### config.mk
export PLATFORM = sky130hd
export DESIGN_NAME = x86_branch_instruction_classifier_flat
export DESIGN_NICKNAME = d
export VERILOG_FILES = /design/src/rtl/core/xbic_pkg.sv /design/src/rtl/core/xbic_if.sv /design/src/rtl/core/xbic_decode.sv /design/src/rtl/core/x86_branch_instruction_classifier.sv /design/src/flat_wrapper.sv
export SDC_FILE = /design/constraint.sdc
export NUM_CORES = 1
export LEC_CHECK = 0
export BUFFER_PORTS_ARGS = -buffer_cell sky130_fd_sc_hd__buf_2
export CELL_PAD_IN_SITES_DETAIL_PLACEMENT = 0
export CELL_PAD_IN_SITES_GLOBAL_PLACEMENT = 1
export CORE_UTILIZATION = 35
export DETAILED_ROUTE_END_ITERATION = 10
export GPL_TIMING_DRIVEN = 1
export PLACE_DENSITY_LB_ADDON = 0.1
export SLEW_MARGIN = 20
export SYNTH_ARGS = -nofsm -noshare
export SYNTH_HDL_FRONTEND = slang
export SYNTH_HIERARCHICAL = 1
export SYNTH_SLANG_ARGS = --single-unit
export TNS_END_PERCENT = 30
### constraint.sdc
create_clock -name clock -period 5.8 [get_ports clock]
set_input_delay 0.58 -clock clock [delete_from_list [all_inputs] [get_ports clock]]
set_output_delay 0.58 -clock clock [all_outputs]
set_load 0.01 [all_outputs]
### src/rtl/core/xbic_pkg.sv
// Package for the x86 branch instruction classifier: opcode and prefix
// constants, the result record type and the prefix test.
// No dependencies.
package xbic_pkg;

   localparam int unsigned INSTR_BYTES = 8;
   localparam int unsigned INSTR_WIDTH = 8 * INSTR_BYTES;

   // Prefix bytes.
   localparam logic [7:0] PFX_ES      = 8'h26;
   localparam logic [7:0] PFX_CS      = 8'h2E;
   localparam logic [7:0] PFX_SS      = 8'h36;
   localparam logic [7:0] PFX_DS      = 8'h3E;
   localparam logic [7:0] PFX_FS      = 8'h64;
   localparam logic [7:0] PFX_GS      = 8'h65;
   localparam logic [7:0] PFX_OPSIZE  = 8'h66;
   localparam logic [7:0] PFX_ADSIZE  = 8'h67;
   localparam logic [7:0] PFX_LOCK    = 8'hF0;
   localparam logic [7:0] PFX_REPNE   = 8'hF2;
   localparam logic [7:0] PFX_REP     = 8'hF3;

   // Branch opcodes.
   localparam logic [7:0] OP_JCC_SHORT_LO = 8'h70;
   localparam logic [7:0] OP_JCC_SHORT_HI = 8'h7F;
   localparam logic [7:0] OP_JMP_FAR      = 8'hEA;
   localparam logic [7:0] OP_RET_IMM      = 8'hC2;
   localparam logic [7:0] OP_RET          = 8'hC3;
   localparam logic [7:0] OP_CALL_REL     = 8'hE8;
   localparam logic [7:0] OP_ENTER        = 8'hC8;
   localparam logic [7:0] OP_CALL_FAR     = 8'h9A;
   localparam logic [7:0] OP_GROUP5       = 8'hFF;
   localparam logic [7:0] OP_JMP_REL8     = 8'hEB;
   localparam logic [7:0] OP_JMP_REL32    = 8'hE9;
   localparam logic [7:0] OP_ESCAPE       = 8'h0F;
   localparam logic [7:0] OP_JECXZ        = 8'hE3;

   // Second byte of a near conditional jump after the escape byte.
   localparam logic [3:0] OP2_JCC_NEAR_HI = 4'h8;

   // ModRM reg field values of the FF group that branch.
   localparam logic [2:0] REG_CALL_NEAR = 3'd2;
   localparam logic [2:0] REG_CALL_FAR  = 3'd3;
   localparam logic [2:0] REG_JMP_NEAR  = 3'd4;
   localparam logic [2:0] REG_JMP_FAR   = 3'd5;

   localparam logic [2:0] DISP_SIZE_8  = 3'd1;
   localparam logic [2:0] DISP_SIZE_32 = 3'd4;

   typedef struct packed {
      logic       is_call;
      logic       is_abs_branch;
      logic       is_rel_branch;
      logic       is_cond;
      logic [2:0] disp_size;
      logic [2:0] disp_offset;
      logic [3:0] instr_length;
   } xbic_result_type;

   function automatic logic is_prefix(input logic [7:0] b);
      logic hit;
      begin
         case (b) inside
            PFX_ES, PFX_CS, PFX_SS, PFX_DS, PFX_FS, PFX_GS,
            PFX_OPSIZE, PFX_ADSIZE, PFX_LOCK, PFX_REPNE, PFX_REP: hit = 1'b1;
            default: hit = 1'b0;
         endcase
         return hit;
      end
   endfunction

endpackage

### src/rtl/core/xbic_if.sv
// Handshake channels of the branch classifier: instruction window in and
// classification result out. Depends on xbic_pkg.
interface xbic_req_if
   import xbic_pkg::*;
   ();
   logic                   valid;
   logic                   ready;
   logic [INSTR_WIDTH-1:0] instr_bytes;

   modport source (output valid, output instr_bytes, input ready);
   modport sink   (input valid, input instr_bytes, output ready);
endinterface

interface xbic_rsp_if;
   logic       valid;
   logic       ready;
   logic       is_call;
   logic       is_abs_branch;
   logic       is_rel_branch;
   logic       is_cond;
   logic [2:0] disp_size;
   logic [2:0] disp_offset;
   logic [3:0] instr_length;

   modport source (output valid, output is_call, output is_abs_branch,
                   output is_rel_branch, output is_cond, output disp_size,
                   output disp_offset, output instr_length, input ready);
   modport sink   (input valid, input is_call, input is_abs_branch,
                   input is_rel_branch, input is_cond, input disp_size,
                   input disp_offset, input instr_length, output ready);
endinterface

### src/rtl/core/xbic_decode.sv
// Combinational decode of one instruction window: prefix skip, opcode
// classification and displacement geometry. Depends on xbic_pkg.
module xbic_decode
   import xbic_pkg::*;
#(
   parameter int unsigned MAX_PREFIXES = 4
) (
   input  logic [INSTR_WIDTH-1:0] instr_bytes,
   output xbic_result_type        result
);

   logic [7:0] bytes [INSTR_BYTES];
   logic [2:0] pos;
   logic       stop;
   logic [7:0] op;
   logic [7:0] modrm;
   logic [2:0] reg_field;

   always_comb begin
      for (int i = 0; i < INSTR_BYTES; i++) begin
         bytes[i] = instr_bytes[8*i +: 8];
      end
   end

   // Count leading prefix bytes, at most MAX_PREFIXES of them.
   always_comb begin
      pos  = 3'd0;
      stop = 1'b0;
      for (int i = 0; i < MAX_PREFIXES; i++) begin
         if (!stop && is_prefix(bytes[i])) begin
            pos = 3'(i + 1);
         end else begin
            stop = 1'b1;
         end
      end
   end

   assign op        = bytes[pos];
   assign modrm     = bytes[pos + 3'd1];
   assign reg_field = modrm[5:3];

   always_comb begin
      result = '0;
      case (op) inside
         [OP_JCC_SHORT_LO:OP_JCC_SHORT_HI], OP_JECXZ: begin
            result.is_cond       = 1'b1;
            result.is_rel_branch = 1'b1;
            result.disp_size     = DISP_SIZE_8;
            result.disp_offset   = pos + 3'd1;
         end
         OP_JMP_FAR, OP_RET_IMM, OP_RET: begin
            result.is_abs_branch = 1'b1;
         end
         OP_CALL_REL: begin
            result.is_call       = 1'b1;
            result.is_rel_branch = 1'b1;
            result.disp_size     = DISP_SIZE_32;
            result.disp_offset   = pos + 3'd1;
         end
         OP_ENTER, OP_CALL_FAR: begin
            result.is_call       = 1'b1;
            result.is_abs_branch = 1'b1;
         end
         OP_GROUP5: begin
            if (reg_field == REG_CALL_NEAR || reg_field == REG_CALL_FAR) begin
               result.is_call       = 1'b1;
               result.is_abs_branch = 1'b1;
            end else if (reg_field == REG_JMP_NEAR || reg_field == REG_JMP_FAR) begin
               result.is_abs_branch = 1'b1;
            end
         end
         OP_JMP_REL8: begin
            result.is_rel_branch = 1'b1;
            result.disp_size     = DISP_SIZE_8;
            result.disp_offset   = pos + 3'd1;
         end
         OP_JMP_REL32: begin
            result.is_rel_branch = 1'b1;
            result.disp_size     = DISP_SIZE_32;
            result.disp_offset   = pos + 3'd1;
         end
         OP_ESCAPE: begin
            if (modrm[7:4] == OP2_JCC_NEAR_HI) begin
               result.is_cond       = 1'b1;
               result.is_rel_branch = 1'b1;
               result.disp_size     = DISP_SIZE_32;
               result.disp_offset   = pos + 3'd2;
            end
         end
         default: begin
            result = '0;
         end
      endcase
      // Non-relative opcodes leave size and offset at zero, so the sum is zero too.
      result.instr_length = {1'b0, result.disp_offset} + {1'b0, result.disp_size};
   end

endmodule

### src/rtl/core/x86_branch_instruction_classifier.sv
// x86 branch instruction classifier, top level.
// A result passes the input register, then the result register, before it is offered.
// Throughput: one instruction per cycle, set by the single decode pass between the two registers,
// while rsp.ready lets the result register drain; otherwise the stages hold their content.
// Reset (synchronous, active high) empties both stages; no other state.
module x86_branch_instruction_classifier
   import xbic_pkg::*;
#(
   parameter int unsigned MAX_PREFIXES = 4
) (
   input  logic      clock,
   input  logic      reset,
   xbic_req_if.sink  req,
   xbic_rsp_if.source rsp
);

   logic                   in_valid_ff, in_valid_in;
   logic [INSTR_WIDTH-1:0] in_data_ff;
   logic                   out_valid_ff, out_valid_in;
   xbic_result_type        out_data_ff;
   xbic_result_type        decoded;
   logic                   out_take;

   // The result stage can load when it is empty or its content is leaving.
   assign out_take     = !out_valid_ff || rsp.ready;
   assign req.ready    = !in_valid_ff || out_take;
   assign in_valid_in  = req.ready ? req.valid : in_valid_ff;
   assign out_valid_in = out_take ? in_valid_ff : out_valid_ff;

   xbic_decode #(
      .MAX_PREFIXES(MAX_PREFIXES)
   ) u_decode (
      .instr_bytes(in_data_ff),
      .result     (decoded)
   );

   always_ff @(posedge clock) begin
      if (reset) begin
         in_valid_ff  <= 1'b0;
         out_valid_ff <= 1'b0;
      end else begin
         in_valid_ff  <= in_valid_in;
         out_valid_ff <= out_valid_in;
      end
   end

   always_ff @(posedge clock) begin
      if (req.valid && req.ready) begin
         in_data_ff <= req.instr_bytes;
      end
      if (out_take && in_valid_ff) begin
         out_data_ff <= decoded;
      end
   end

   assign rsp.valid         = out_valid_ff;
   assign rsp.is_call       = out_data_ff.is_call;
   assign rsp.is_abs_branch = out_data_ff.is_abs_branch;
   assign rsp.is_rel_branch = out_data_ff.is_rel_branch;
   assign rsp.is_cond       = out_data_ff.is_cond;
   assign rsp.disp_size     = out_data_ff.disp_size;
   assign rsp.disp_offset   = out_data_ff.disp_offset;
   assign rsp.instr_length  = out_data_ff.instr_length;

endmodule

### src/flat_wrapper.sv
// flat-port wrapper written by rule: the top's interface ports become plain ports
module x86_branch_instruction_classifier_flat import xbic_pkg::*;
#(
   parameter int unsigned MAX_PREFIXES = 4
)
  (clock, reset, req_valid, req_instr_bytes, req_ready, rsp_valid, rsp_is_call, rsp_is_abs_branch, rsp_is_rel_branch, rsp_is_cond, rsp_disp_size, rsp_disp_offset, rsp_instr_length, rsp_ready);
  xbic_req_if req_i ();
  xbic_rsp_if rsp_i ();
  input  logic clock;
  input  logic reset;
  input wire logic [$bits(req_i.valid)-1:0] req_valid;
  input wire logic [$bits(req_i.instr_bytes)-1:0] req_instr_bytes;
  output wire logic [$bits(req_i.ready)-1:0] req_ready;
  output wire logic [$bits(rsp_i.valid)-1:0] rsp_valid;
  output wire logic [$bits(rsp_i.is_call)-1:0] rsp_is_call;
  output wire logic [$bits(rsp_i.is_abs_branch)-1:0] rsp_is_abs_branch;
  output wire logic [$bits(rsp_i.is_rel_branch)-1:0] rsp_is_rel_branch;
  output wire logic [$bits(rsp_i.is_cond)-1:0] rsp_is_cond;
  output wire logic [$bits(rsp_i.disp_size)-1:0] rsp_disp_size;
  output wire logic [$bits(rsp_i.disp_offset)-1:0] rsp_disp_offset;
  output wire logic [$bits(rsp_i.instr_length)-1:0] rsp_instr_length;
  input wire logic [$bits(rsp_i.ready)-1:0] rsp_ready;
  assign req_i.valid = req_valid;
  assign req_i.instr_bytes = req_instr_bytes;
  assign req_ready = req_i.ready;
  assign rsp_valid = rsp_i.valid;
  assign rsp_is_call = rsp_i.is_call;
  assign rsp_is_abs_branch = rsp_i.is_abs_branch;
  assign rsp_is_rel_branch = rsp_i.is_rel_branch;
  assign rsp_is_cond = rsp_i.is_cond;
  assign rsp_disp_size = rsp_i.disp_size;
  assign rsp_disp_offset = rsp_i.disp_offset;
  assign rsp_instr_length = rsp_i.instr_length;
  assign rsp_i.ready = rsp_ready;
  x86_branch_instruction_classifier #(.MAX_PREFIXES(MAX_PREFIXES)) u_core (.clock(clock), .reset(reset), .req(req_i), .rsp(rsp_i));
endmodule
==> results of run 1 <==
layer usage:
| layer | part of all wire, % | global-route usage (%) | vias up |
|---|---|---|---|
| met3 | 4.8 | 3.93 | 8 |
| met2 | 44 | 25.3 | 66 |
| met1 | 50 | 24.1 | 1174 |
| li1 | - | - | 1229 |
| met5 | 0 | 0 | - |
| met4 | 1.2 | 5.69 | 0 |
power breakdown:
part	total, µW	internal [µW]	switching (µW)
Sequential	591	571	19.6
Combinational	101	44.5	56.5
Clock	384	198	186
Total	1080	814	262
layout make-up:
cell class	instances	area, µm²	area share, %
Timing Repair Buffer	76	393	9.40
Clock buffer	10	128	3.05
Tap cell	129	161	3.86
Sequential cell	68	2020	48.4
Clock inverter	6	66.3	1.59
Inverter	15	56.3	1.35
Multi-Input combinational cell	182	1350	32.4
layout by cell type (no fill, tap or decap), types with 3 or more instances in the layout:
| master | count |
|---|---|
| a211oi_1 | 6 |
| a21boi_0 | 3 |
| a21o_1 | 3 |
| a21oi_1 | 13 |
| a31oi_1 | 3 |
| and2_1 | 3 |
| buf_2 | 71 |
| buf_4 | 5 |
| clkbuf_8 | 9 |
| clkinvlp_4 | 3 |
| edfxtp_1 | 66 |
| ha_1 | 6 |
| inv_1 | 15 |
| mux2i_1 | 8 |
| mux4_2 | 3 |
| nand2_1 | 18 |
| nand2b_1 | 11 |
| nand3_1 | 6 |
| nand3b_1 | 4 |
| nand4_1 | 5 |
| nor2_1 | 10 |
| nor2b_1 | 3 |
| nor3_1 | 3 |
| nor3b_1 | 4 |
| nor4_1 | 3 |
| o211ai_1 | 6 |
| o21ai_0 | 3 |
| o41ai_1 | 3 |
| or3_1 | 3 |
how the worst min path moves through the flow:
stage / slack, ns / startpoint / end / cells after the start
floorplan: 0.46 / u_core/in_valid_ff$_SDFFE_PP0P_ / u_core/rsp.valid$_SDFFE_PP0P_ / 2
global placement: 0.47 / u_core/in_valid_ff$_SDFFE_PP0P_ / u_core/rsp.valid$_SDFFE_PP0P_ / 2
detailed placement: 0.49 / u_core/in_valid_ff$_SDFFE_PP0P_ / u_core/rsp.valid$_SDFFE_PP0P_ / 2
CTS: 0.38 / req_instr_bytes[20] / u_core/in_data_ff[20]$_DFFE_PP_ / 1
global route: 0.37 / req_instr_bytes[20] / u_core/in_data_ff[20]$_DFFE_PP_ / 1
finish: 0.40 / req_instr_bytes[20] / u_core/in_data_ff[20]$_DFFE_PP_ / 1
flip-flops by register name (all words and copies together) (netlist names):
register	count
u_core/rsp.is_cond	1
u_core/rsp.instr_length	4
u_core/rsp.disp_size	3
u_core/rsp.is_call	1
u_core/rsp.is_rel_branch	1
u_core/in_valid_ff	1
u_core/rsp.is_abs_branch	1
u_core/in_data_ff	52
u_core/rsp.valid	1
u_core/rsp.disp_offset	3
through the flow:
| stage | area (µm²) | setup WS [ns] | power (µW) | util [%] | cells |
|---|---|---|---|---|---|
| global placement | 3990 | 0.913 | 703 | 42.3 | 470 |
| finish | 4180 | 0.838 | 1080 | 44.4 | 486 |
| global route | 4180 | 0.304 | 1120 | 44.4 | 486 |
| CTS | 4180 | 0.832 | 1090 | 44.4 | 486 |
| floorplan | 3460 | 1.20 | 656 | - | 271 |
| detailed placement | 3990 | 0.866 | 703 | 42.3 | 470 |
critical path: stages (launching register included):
cell	delay (ns)
edfxtp_1	0.44
nand2b_1	0.20
nor4_1	0.52
a21oi_1	0.25
o211ai_1	0.23
buf_4	0.16
inv_1	0.08
ha_1	0.47
mux4_2	0.57
mux2i_1	0.21
ha_1	0.17
and2_0	0.11
and4_1	0.20
nand3_2	0.16
o21ai_0	0.21
ha_1	0.33
and3_1	0.19
o211ai_1	0.09
o211ai_1	0.11
==> summary.md, run 1 <==
| Metric | Value |
|---|---|
| Outcome | complete, no violations |
| Root Driver | clkbuf_8 |
| Synth Instances | 271 |
| Worst slew pin tran | 0.677 ns |
| H-tree depth | 3 |
| Crit-path max FO | 8 |
| Min Tclk post-route | 4.96 ns |
| Req. time, crit path | 5.89 ns |
| I/O pin count | 84 |
| P&R area growth vs syn | 20.7% |
| Reg2reg path depth | 18 |
| Worst Setup SP | u_core/in_data_ff[31]$_DFFE_PP_ |
| Mapped Nets | 345 |
| Mean Syn Cell Area | 12.8 µm² |
| Reg-to-reg critical path endpoint | u_core/rsp.instr_length[3]$_DFFE_PP_ |
| Hold Crit Class | primary input to flip-flop |
| First-pass GRT wire length | 12.9 mm |
| Largest net degree at the start of global routing | 53 |
| Clock skew | 0.0120 ns |
| Peak supply drop | 0.110 mV |
| Antenna Nets Post-Route | 0 |
| Setup slack, reg-to-reg | 0.84 ns |
| Die width | 101 µm |
| GR Util All Layers | 16.9% |
| Critical Setup Path Class | flip-flop to flip-flop |
| Worst r2r src | u_core/in_data_ff[31]$_DFFE_PP_ |
| Initial antenna violation count | 0 |
| Worst Setup EP | u_core/rsp.instr_length[3]$_DFFE_PP_ |
| Maximum root-to-sink buffer count | 2 |
| DRC viols | 0 |
| Nets | 426 |
| Cts hold-fix bufs | 0 |
| DR iter-0 viols | 90 |
| Crit end category | flip-flop |
| Fmax | 202 MHz |
| Rel. slew slack | 54.3% |
| WP data arrival | 5.05 ns |
| Final setup TNS | 0 ns |
| Worst hold margin | 0.399 ns |
| Initial core utilization | 36.8% |
| Final slew viol count | 0 |
| Core Area | 0.00942 mm² |
| CTS sink count | 68 |
| Leakage power | 0.00160 µW |
| DR WL/cell | 16.4 µm |
| Num CTS Buffers | 9 |
| IO buf count | 71 |
| Share of post-route cells with drive strength above 1 | 31.4% |
| Endpoints failing hold | 0 |
| Final wirelength | 7.95 mm |
| Congestion Overflow GR | 0 |
| RSZ-0062 raised after global routing | false |
| Final setup viols | 0 |
| Crit share post-route | 85.6% |
| Warnings from Yosys | 6 |
| Antenna fix cells | 0 |
| Max Cap Viol | 0 |
| Post-CTS repair timing setup buffer count | 0 |
| Cell area after synthesis | 0.00346 mm² |
| Gp weighted congestion | 0.841 |
| CTS tree | done |
| DRT Pass-1 Iters | 4 |
| Placement Rows | 35 |
| Filler Cell Count | 930 |
| Number of global-route vias before repair | 2502 |
| Die area | 0.0103 mm² |
| Startpoint class of the critical path | flip-flop |
| Via density | 5.10 |
| DR vias | 2477 |
| Clock latency reported for the late side of the worst-skew pair | 0.35 ns |
| Power Dens Cells | 257 mW/mm² |
| Post_cts resized | 0 |
| Die height | 101 µm |
| HPWL after DPL | 5.85 mm |
| Clock-pin slew on the worst setup and hold paths | 0.08 ns |
Power figures use the tool's default switching activity.
==> inputs of run 2 (changes only) <==
--- a/config.mk
+++ b/config.mk
@@ -15,6 +15,5 @@
 export SLEW_MARGIN = 20
 export SYNTH_ARGS = -nofsm -noshare
 export SYNTH_HDL_FRONTEND = slang
-export SYNTH_HIERARCHICAL = 1
 export SYNTH_SLANG_ARGS = --single-unit
 export TNS_END_PERCENT = 30
==> run 2 against run 1 <==
Combinational power grew 5%. Via count shrank 1.8%. Final cell count grew 0.82%. Clock skew shrank 0.0038 ns. Sequential share of layout area shrank 1.7 points.
==> summary.md, run 2 <==
| Metric | Value |
|---|---|
| Outcome | complete, no violations |
| Mean Syn Cell Area | 12.8 µm² |
| Gp weighted congestion | 0.792 |
| Area of the multi-input gates | 0.00145 mm² |
| Die width | 102 µm |
| Endpoints failing hold | 0 |
| Crit-path max FO | 8 |
| #FFs+latches synth | 67 |
| Post-synthesis xor/xnor area fraction | 1.03% |
| Main combinational cell family by area after synthesis | simple AND/OR/NAND/NOR gates |
| Crit share post-route | 82.1% |
| First-pass GRT wire length | 12.0 mm |
| Initial antenna violation count | 0 |
| Cts hold-fix bufs | 0 |
| Top reg by flops | u_core.in_data_ff |
| Num CTS Buffers | 9 |
| CTS sink count | 67 |
| Worst slew pin tran | 0.990 ns |
| Synth Instances | 275 |
| Final wirelength | 7.56 mm |
| Critical Setup Path Class | flip-flop to flip-flop |
| Max Cap Viol | 0 |
| Cell Area, Placed | 0.00402 mm² |
| DRC viols | 0 |
| RSZ-0062 raised after global routing | false |
| Core Area | 0.00977 mm² |
| List of most frequent post-synthesis cells | 65 x edfxtp_1, 22 x nor2_1, 19 x nand2_1 |
| Req. time, crit path | 5.90 ns |
| Number of global-route vias before repair | 2387 |
| Congestion Overflow GR | 0 |
| Hold Crit Class | primary input to flip-flop |
| Filler Cell Count | 943 |
| Worst hold margin | 0.393 ns |
| Post-synthesis adder-cell area fraction | 2.12% |
| Peak supply drop | 0.167 mV |
| Final setup viols | 0 |
| WP data arrival | 4.86 ns |
| DRT Pass-1 Iters | 4 |
| Die height | 102 µm |
| Synth unique cells | 76 |
| Via density | 4.96 |
| Die area | 0.0105 mm² |
| Synth top area share | 55.2% |
| Min Tclk post-route | 4.76 ns |
| CTS tree | done |
| Most numerous cell in the Yosys netlist | edfxtp_1 |
| Antenna fix cells | 0 |
| Crit end category | flip-flop |
| Leakage power | 0.00170 µW |
| Most frequent cells in the layout | 70 x buf_2, 65 x edfxtp_1, 22 x nor2_1 |
| Mux cell area share after synthesis | 4.25% |
| Warnings from Yosys | 0 |
| Maximum root-to-sink buffer count | 2 |
| Sequential share of the synthesized area | 56.4% |
| Clock latency reported for the late side of the worst-skew pair | 0.35 ns |
| Rel. slew slack | 33.9% |
| Final setup TNS | 0 ns |
| P&R area growth vs syn | 20.9% |
| Cell taking the most area after synthesis | edfxtp_1 |
| Fmax | 210 MHz |
| Async SR Flop Fraction | 0% |
| Antenna Nets Post-Route | 0 |
| Final slew viol count | 0 |
| Synth Area in Simple Gates | 19.5% |
| Clock-pin slew on the worst setup and hold paths | 0.08 ns |
| Cell area after synthesis | 0.00353 mm² |
| Mapped Nets | 349 |
| Power Dens Cells | 272 mW/mm² |
| Share of post-route cells with drive strength above 1 | 34.7% |
| I/O pin count | 84 |
| Initial core utilization | 36.1% |
| Reg2reg path depth | 17 |
| Synth Flop Type | edfxtp_1 |
| Startpoint class of the critical path | flip-flop |
| Post-route design area | 0.00427 mm² |
| Post-CTS repair timing setup buffer count | 0 |
| Nets | 426 |
| Clock skew | 0.00821 ns |
| Commonest non-fill, non-tap cell in the layout | buf_2 |
| Largest register FFs | 52 |
| Compound-Gate Fraction of Synth Area | 14.0% |
| DR vias | 2432 |
| Register Area | 0.00199 mm² |
| GR Util All Layers | 15.7% |
| HPWL after DPL | 5.77 mm |
| Placement Rows | 36 |
| IO buf count | 70 |
| Post_cts resized | 0 |
| DR WL/cell | 15.4 µm |
| DR iter-0 viols | 55 |
| Hold Path Depth | 2 |
| EDFF count, synth | 65 |
| Root Driver | clkbuf_8 |
| Largest net degree at the start of global routing | 53 |
| Synth area leaders | edfxtp_1 55%, mux4_2 2.5%, nor2_1 2.3%, ha_1 2.1%, nor2b_1 2.1% |
| H-tree depth | 3 |
==> run 2: worst max-delay path: stages (launching register included) <==
cell and delay [ns]:
edfxtp_1 0.50, nand3b_1 0.26, nor3b_2 0.10, or4_1 0.73, nor2_2 0.21, o21bai_2 0.08, inv_1 0.15, ha_1 0.36
mux4_2 0.54, nor2b_1 0.14, a31oi_1 0.20, ha_1 0.17, and4bb_2 0.31, nand2b_1 0.13, o311a_1 0.19, ha_1 0.21
ha_1 0.17, xor2_1 0.06
==> run 2: routing by layer <==
| metal | vias up | part of all wire [%] | track usage [%] |
|---|---|---|---|
| li1 | 1220 | - | - |
| met1 | 1154 | 48 | 20.5 |
| met2 | 50 | 46 | 24.8 |
| met3 | 8 | 4.3 | 4.51 |
| met4 | 0 | 1.4 | 5.82 |
| met5 | - | 0 | 0 |
==> run 2: layout make-up <==
cell class / count / area share, %
multi-input combinational: 191 / 33.9
clock inverter: 7 / 2.93
tap: 133 / 3.90
clock buffer: 9 / 2.90
inverter: 9 / 0.791
timing repair buffer: 74 / 8.90
sequential: 67 / 46.6
==> run 2: stage by stage <==
stage | instances | setup WS (ns) | power [µW] | utilization (%)
after floorplan | 275 | 1.41 | 654 | -
after detailed placement | 474 | 0.994 | 699 | 41.2
final | 490 | 1.04 | 1160 | 43.7
after global placement | 474 | 1.02 | 698 | 41.2
after CTS | 490 | 0.982 | 1180 | 43.7
after global routing | 490 | 0.669 | 1220 | 43.7
==> run 2: kinds of logic (layout without fill, tap and decap cells) <==
family	after synthesis	in the layout
adders and majority gates	6	6
and+or+nand+nor	111	111
buffers and inverters	17	99
AOI/OAI and AO/OA	61	61
muxes	10	10
xor gates and xnor gates	2	2
other	1	1
DFF	67	67
==> run 2: path summary, 6_finish.rpt <==
| kind | start | to | slack (ns) |
|---|---|---|---|
| setup / recovery | u_core.in_data_ff[26]$_DFFE_PP_ | u_core.rsp.instr_length[2]$_DFFE_PP_ | 1.04 |
| hold / removal | reset | u_core.in_valid_ff$_SDFFE_PP0N_ | 0.39 |
| setup reg to reg | u_core.in_data_ff[26]$_DFFE_PP_ | u_core.rsp.instr_length[2]$_DFFE_PP_ | 1.04 |
| hold reg to reg | u_core.in_valid_ff$_SDFFE_PP0N_ | u_core.in_valid_ff$_SDFFE_PP0N_ | 0.52 |
==> run 2: where the power goes <==
group          switching (µW)  internal, µW
logic                    58.8          47.5
clock network             187           289
registers                18.3           562
==> inputs of run 3 (changes only) <==
==> constraint.sdc (replaced) <==
create_clock -name clock -period 5 [get_ports clock]
set_input_delay 0.5 -clock clock [delete_from_list [all_inputs] [get_ports clock]]
set_output_delay 0.5 -clock clock [all_outputs]
set_load 0.01 [all_outputs]
==> run 3 against run 2 <==
Register-to-register slack worse by 0.60 ns. Sequential cell count unchanged. Non-clock buffer count up 3. Clock power down 4.6%. Clock skew up 0.0052 ns. Final cell count up 0.61%.
==> summary.md, run 3 (synthesis results as in run 2) <==
| Metric | Value |
|---|---|
| Crit share post-route | 91.3% |
| Int Power | 942 µW |
| Final setup viols | 0 |
| Placed insts | 477 |
| DR vias | 2457 |
| Clock skew | 0.0134 ns |
| Net Sw Power | 310 µW |
| Endpoints failing hold | 0 |
| Crit-path max FO | 7 |
| Non-filler cells, final | 493 |
| Commonest non-fill, non-tap cell in the layout | buf_2 |
| DRC viols | 0 |
| Number of global-route vias before repair | 2363 |
| Final slew viol count | 0 |
| Worst slew pin tran | 1.02 ns |
| Most frequent cells in the layout | 70 x buf_2, 65 x edfxtp_1, 22 x nor2_1 |
| Crit end category | flip-flop |
| Clock-pin slew on the worst setup and hold paths | 0.08 ns |
| Num CTS Buffers | 9 |
| Maximum root-to-sink buffer count | 2 |
| Min Tclk post-route | 4.57 ns |
| Startpoint class of the critical path | flip-flop |
| Antenna fix cells | 0 |
| Filler Cell Count | 969 |
| Post-CTS repair timing setup buffer count | 0 |
| Nets | 429 |
| RSZ-0062 raised after global routing | false |
| Power Dens Cells | 295 mW/mm² |
| Die width | 102 µm |
| PnR worst setup slack | 0.435 ns |
| First-pass GRT wire length | 11.9 mm |
| Peak supply drop | 0.175 mV |
| Clock power frac | 36.3% |
| I/O pin count | 84 |
| Root Driver | clkbuf_8 |
| Placement Rows | 36 |
| CTS sink count | 67 |
| Gate power share | 9.9% |
| Post_cts resized | 0 |
| Pre-CTS setup slack | 0.428 ns |
| DRT Pass-1 Iters | 4 |
| HPWL after DPL | 5.74 mm |
| Sw Ratio | 24.8% |
| DR iter-0 viols | 88 |
| Initial core utilization | 36.1% |
| Register Area | 0.00199 mm² |
| Sequential Power Share | 53.8% |
| Largest net degree at the start of global routing | 53 |
| Clock latency reported for the late side of the worst-skew pair | 0.35 ns |
| Leakage power | 0.00169 µW |
| Cell Area, Placed | 0.00405 mm² |
| Initial antenna violation count | 0 |
| Die area | 0.0105 mm² |
| IO buf count | 70 |
| Share of post-route cells with drive strength above 1 | 35.3% |
| Rel. slew slack | 32.1% |
| Critical Setup Path Class | flip-flop to flip-flop |
| Final setup TNS | 0 ns |
| Top reg by flops | u_core.in_data_ff |
| H-tree depth | 3 |
| Antenna Nets Post-Route | 0 |
| Hold Crit Class | primary input to flip-flop |
| GR Util All Layers | 15.6% |
| Congestion Overflow GR | 0 |
| Final wirelength | 7.47 mm |
| Die height | 102 µm |
| Post-route design area | 0.00424 mm² |
| P&R area growth vs syn | 20.1% |
| Fmax | 219 MHz |
| CTS tree | done |
| DR WL/cell | 15.2 µm |
| Max Cap Viol | 0 |
| Cts hold-fix bufs | 0 |
| Area of the multi-input gates | 0.00145 mm² |
| Outcome | complete, no violations |
| Req. time, crit path | 5.09 ns |
| Core Area | 0.00977 mm² |
| WP data arrival | 4.66 ns |
| Via density | 4.98 |
| Gp weighted congestion | 0.783 |
| Largest register FFs | 52 |
run 3: cell types whose count changed in the layout (fill, tap and decap cells not counted):
cell and delta:
inv_6 +2, clkinvlp_4 +1, buf_4 +3, clkinv_2 +2, bufinv_16 -2, clkinv_4 -3
run 3: layout make-up:
class,count,area share (%)
clock inverter,7,1.74
inverter,9,0.796
multi-input combinational,191,34.2
clock buffer,9,2.92
tap,133,3.92
sequential,67,46.9
timing repair buffer,77,9.50
run 3: power by group through the flow:
stage | Clock, µW | Sequential, µW | Combinational (µW)
5_1_grt | 493 | 677 | 139
3_5_place_dp | 0 | 686 | 126
6_report | 454 | 673 | 124
2_1_floorplan | 0 | 682 | 75.8
3_3_place_gp | 0 | 686 | 125
4_1_cts | 474 | 673 | 126
run 3: metrics by stage:
stage               hold slack [ns]  total power, µW  utilization (%)
finish                        0.318             1250             43.4
global route                  0.300             1310             43.4
CTS                           0.296             1270             43.4
detailed placement            0.509              812             41.4
global placement              0.506              811             41.4
floorplan                     0.478              758                -
run 3: worst paths after layout:
check	start	to	slack [ns]	cells past startpoint
worst max-delay path	u_core.in_data_ff[26]$_DFFE_PP_	u_core.rsp.instr_length[1]$_DFFE_PP_	0.43	16
worst min-delay path	req_instr_bytes[1]	u_core.in_data_ff[1]$_DFFE_PP_	0.32	1
worst max register to register	u_core.in_data_ff[26]$_DFFE_PP_	u_core.rsp.instr_length[1]$_DFFE_PP_	0.43	16
worst min register to register	u_core.in_valid_ff$_SDFFE_PP0N_	u_core.in_valid_ff$_SDFFE_PP0N_	0.52	2
run 3: per-layer routing:
| metal | global-route usage (%) | share of wire, % | up-vias |
|---|---|---|---|
| met5 | 0 | 0 | - |
| met4 | 6.15 | 1.5 | 0 |
| met3 | 3.56 | 4.1 | 9 |
| met2 | 24.3 | 46 | 56 |
| met1 | 21.1 | 48 | 1159 |
| li1 | - | - | 1233 |
run 3: worst max-delay path, cell delays in order (launching register included):
cell	delay (ns)
edfxtp_1	0.50
nand3b_1	0.27
nor3b_2	0.10
or4_1	0.67
nor2_2	0.20
o21bai_2	0.08
inv_1	0.16
ha_1	0.31
mux4_2	0.43
nor2b_1	0.14
a31oi_1	0.21
ha_1	0.18
and4bb_2	0.30
nand2b_1	0.12
o311a_1	0.19
ha_1	0.21
ha_1	0.24
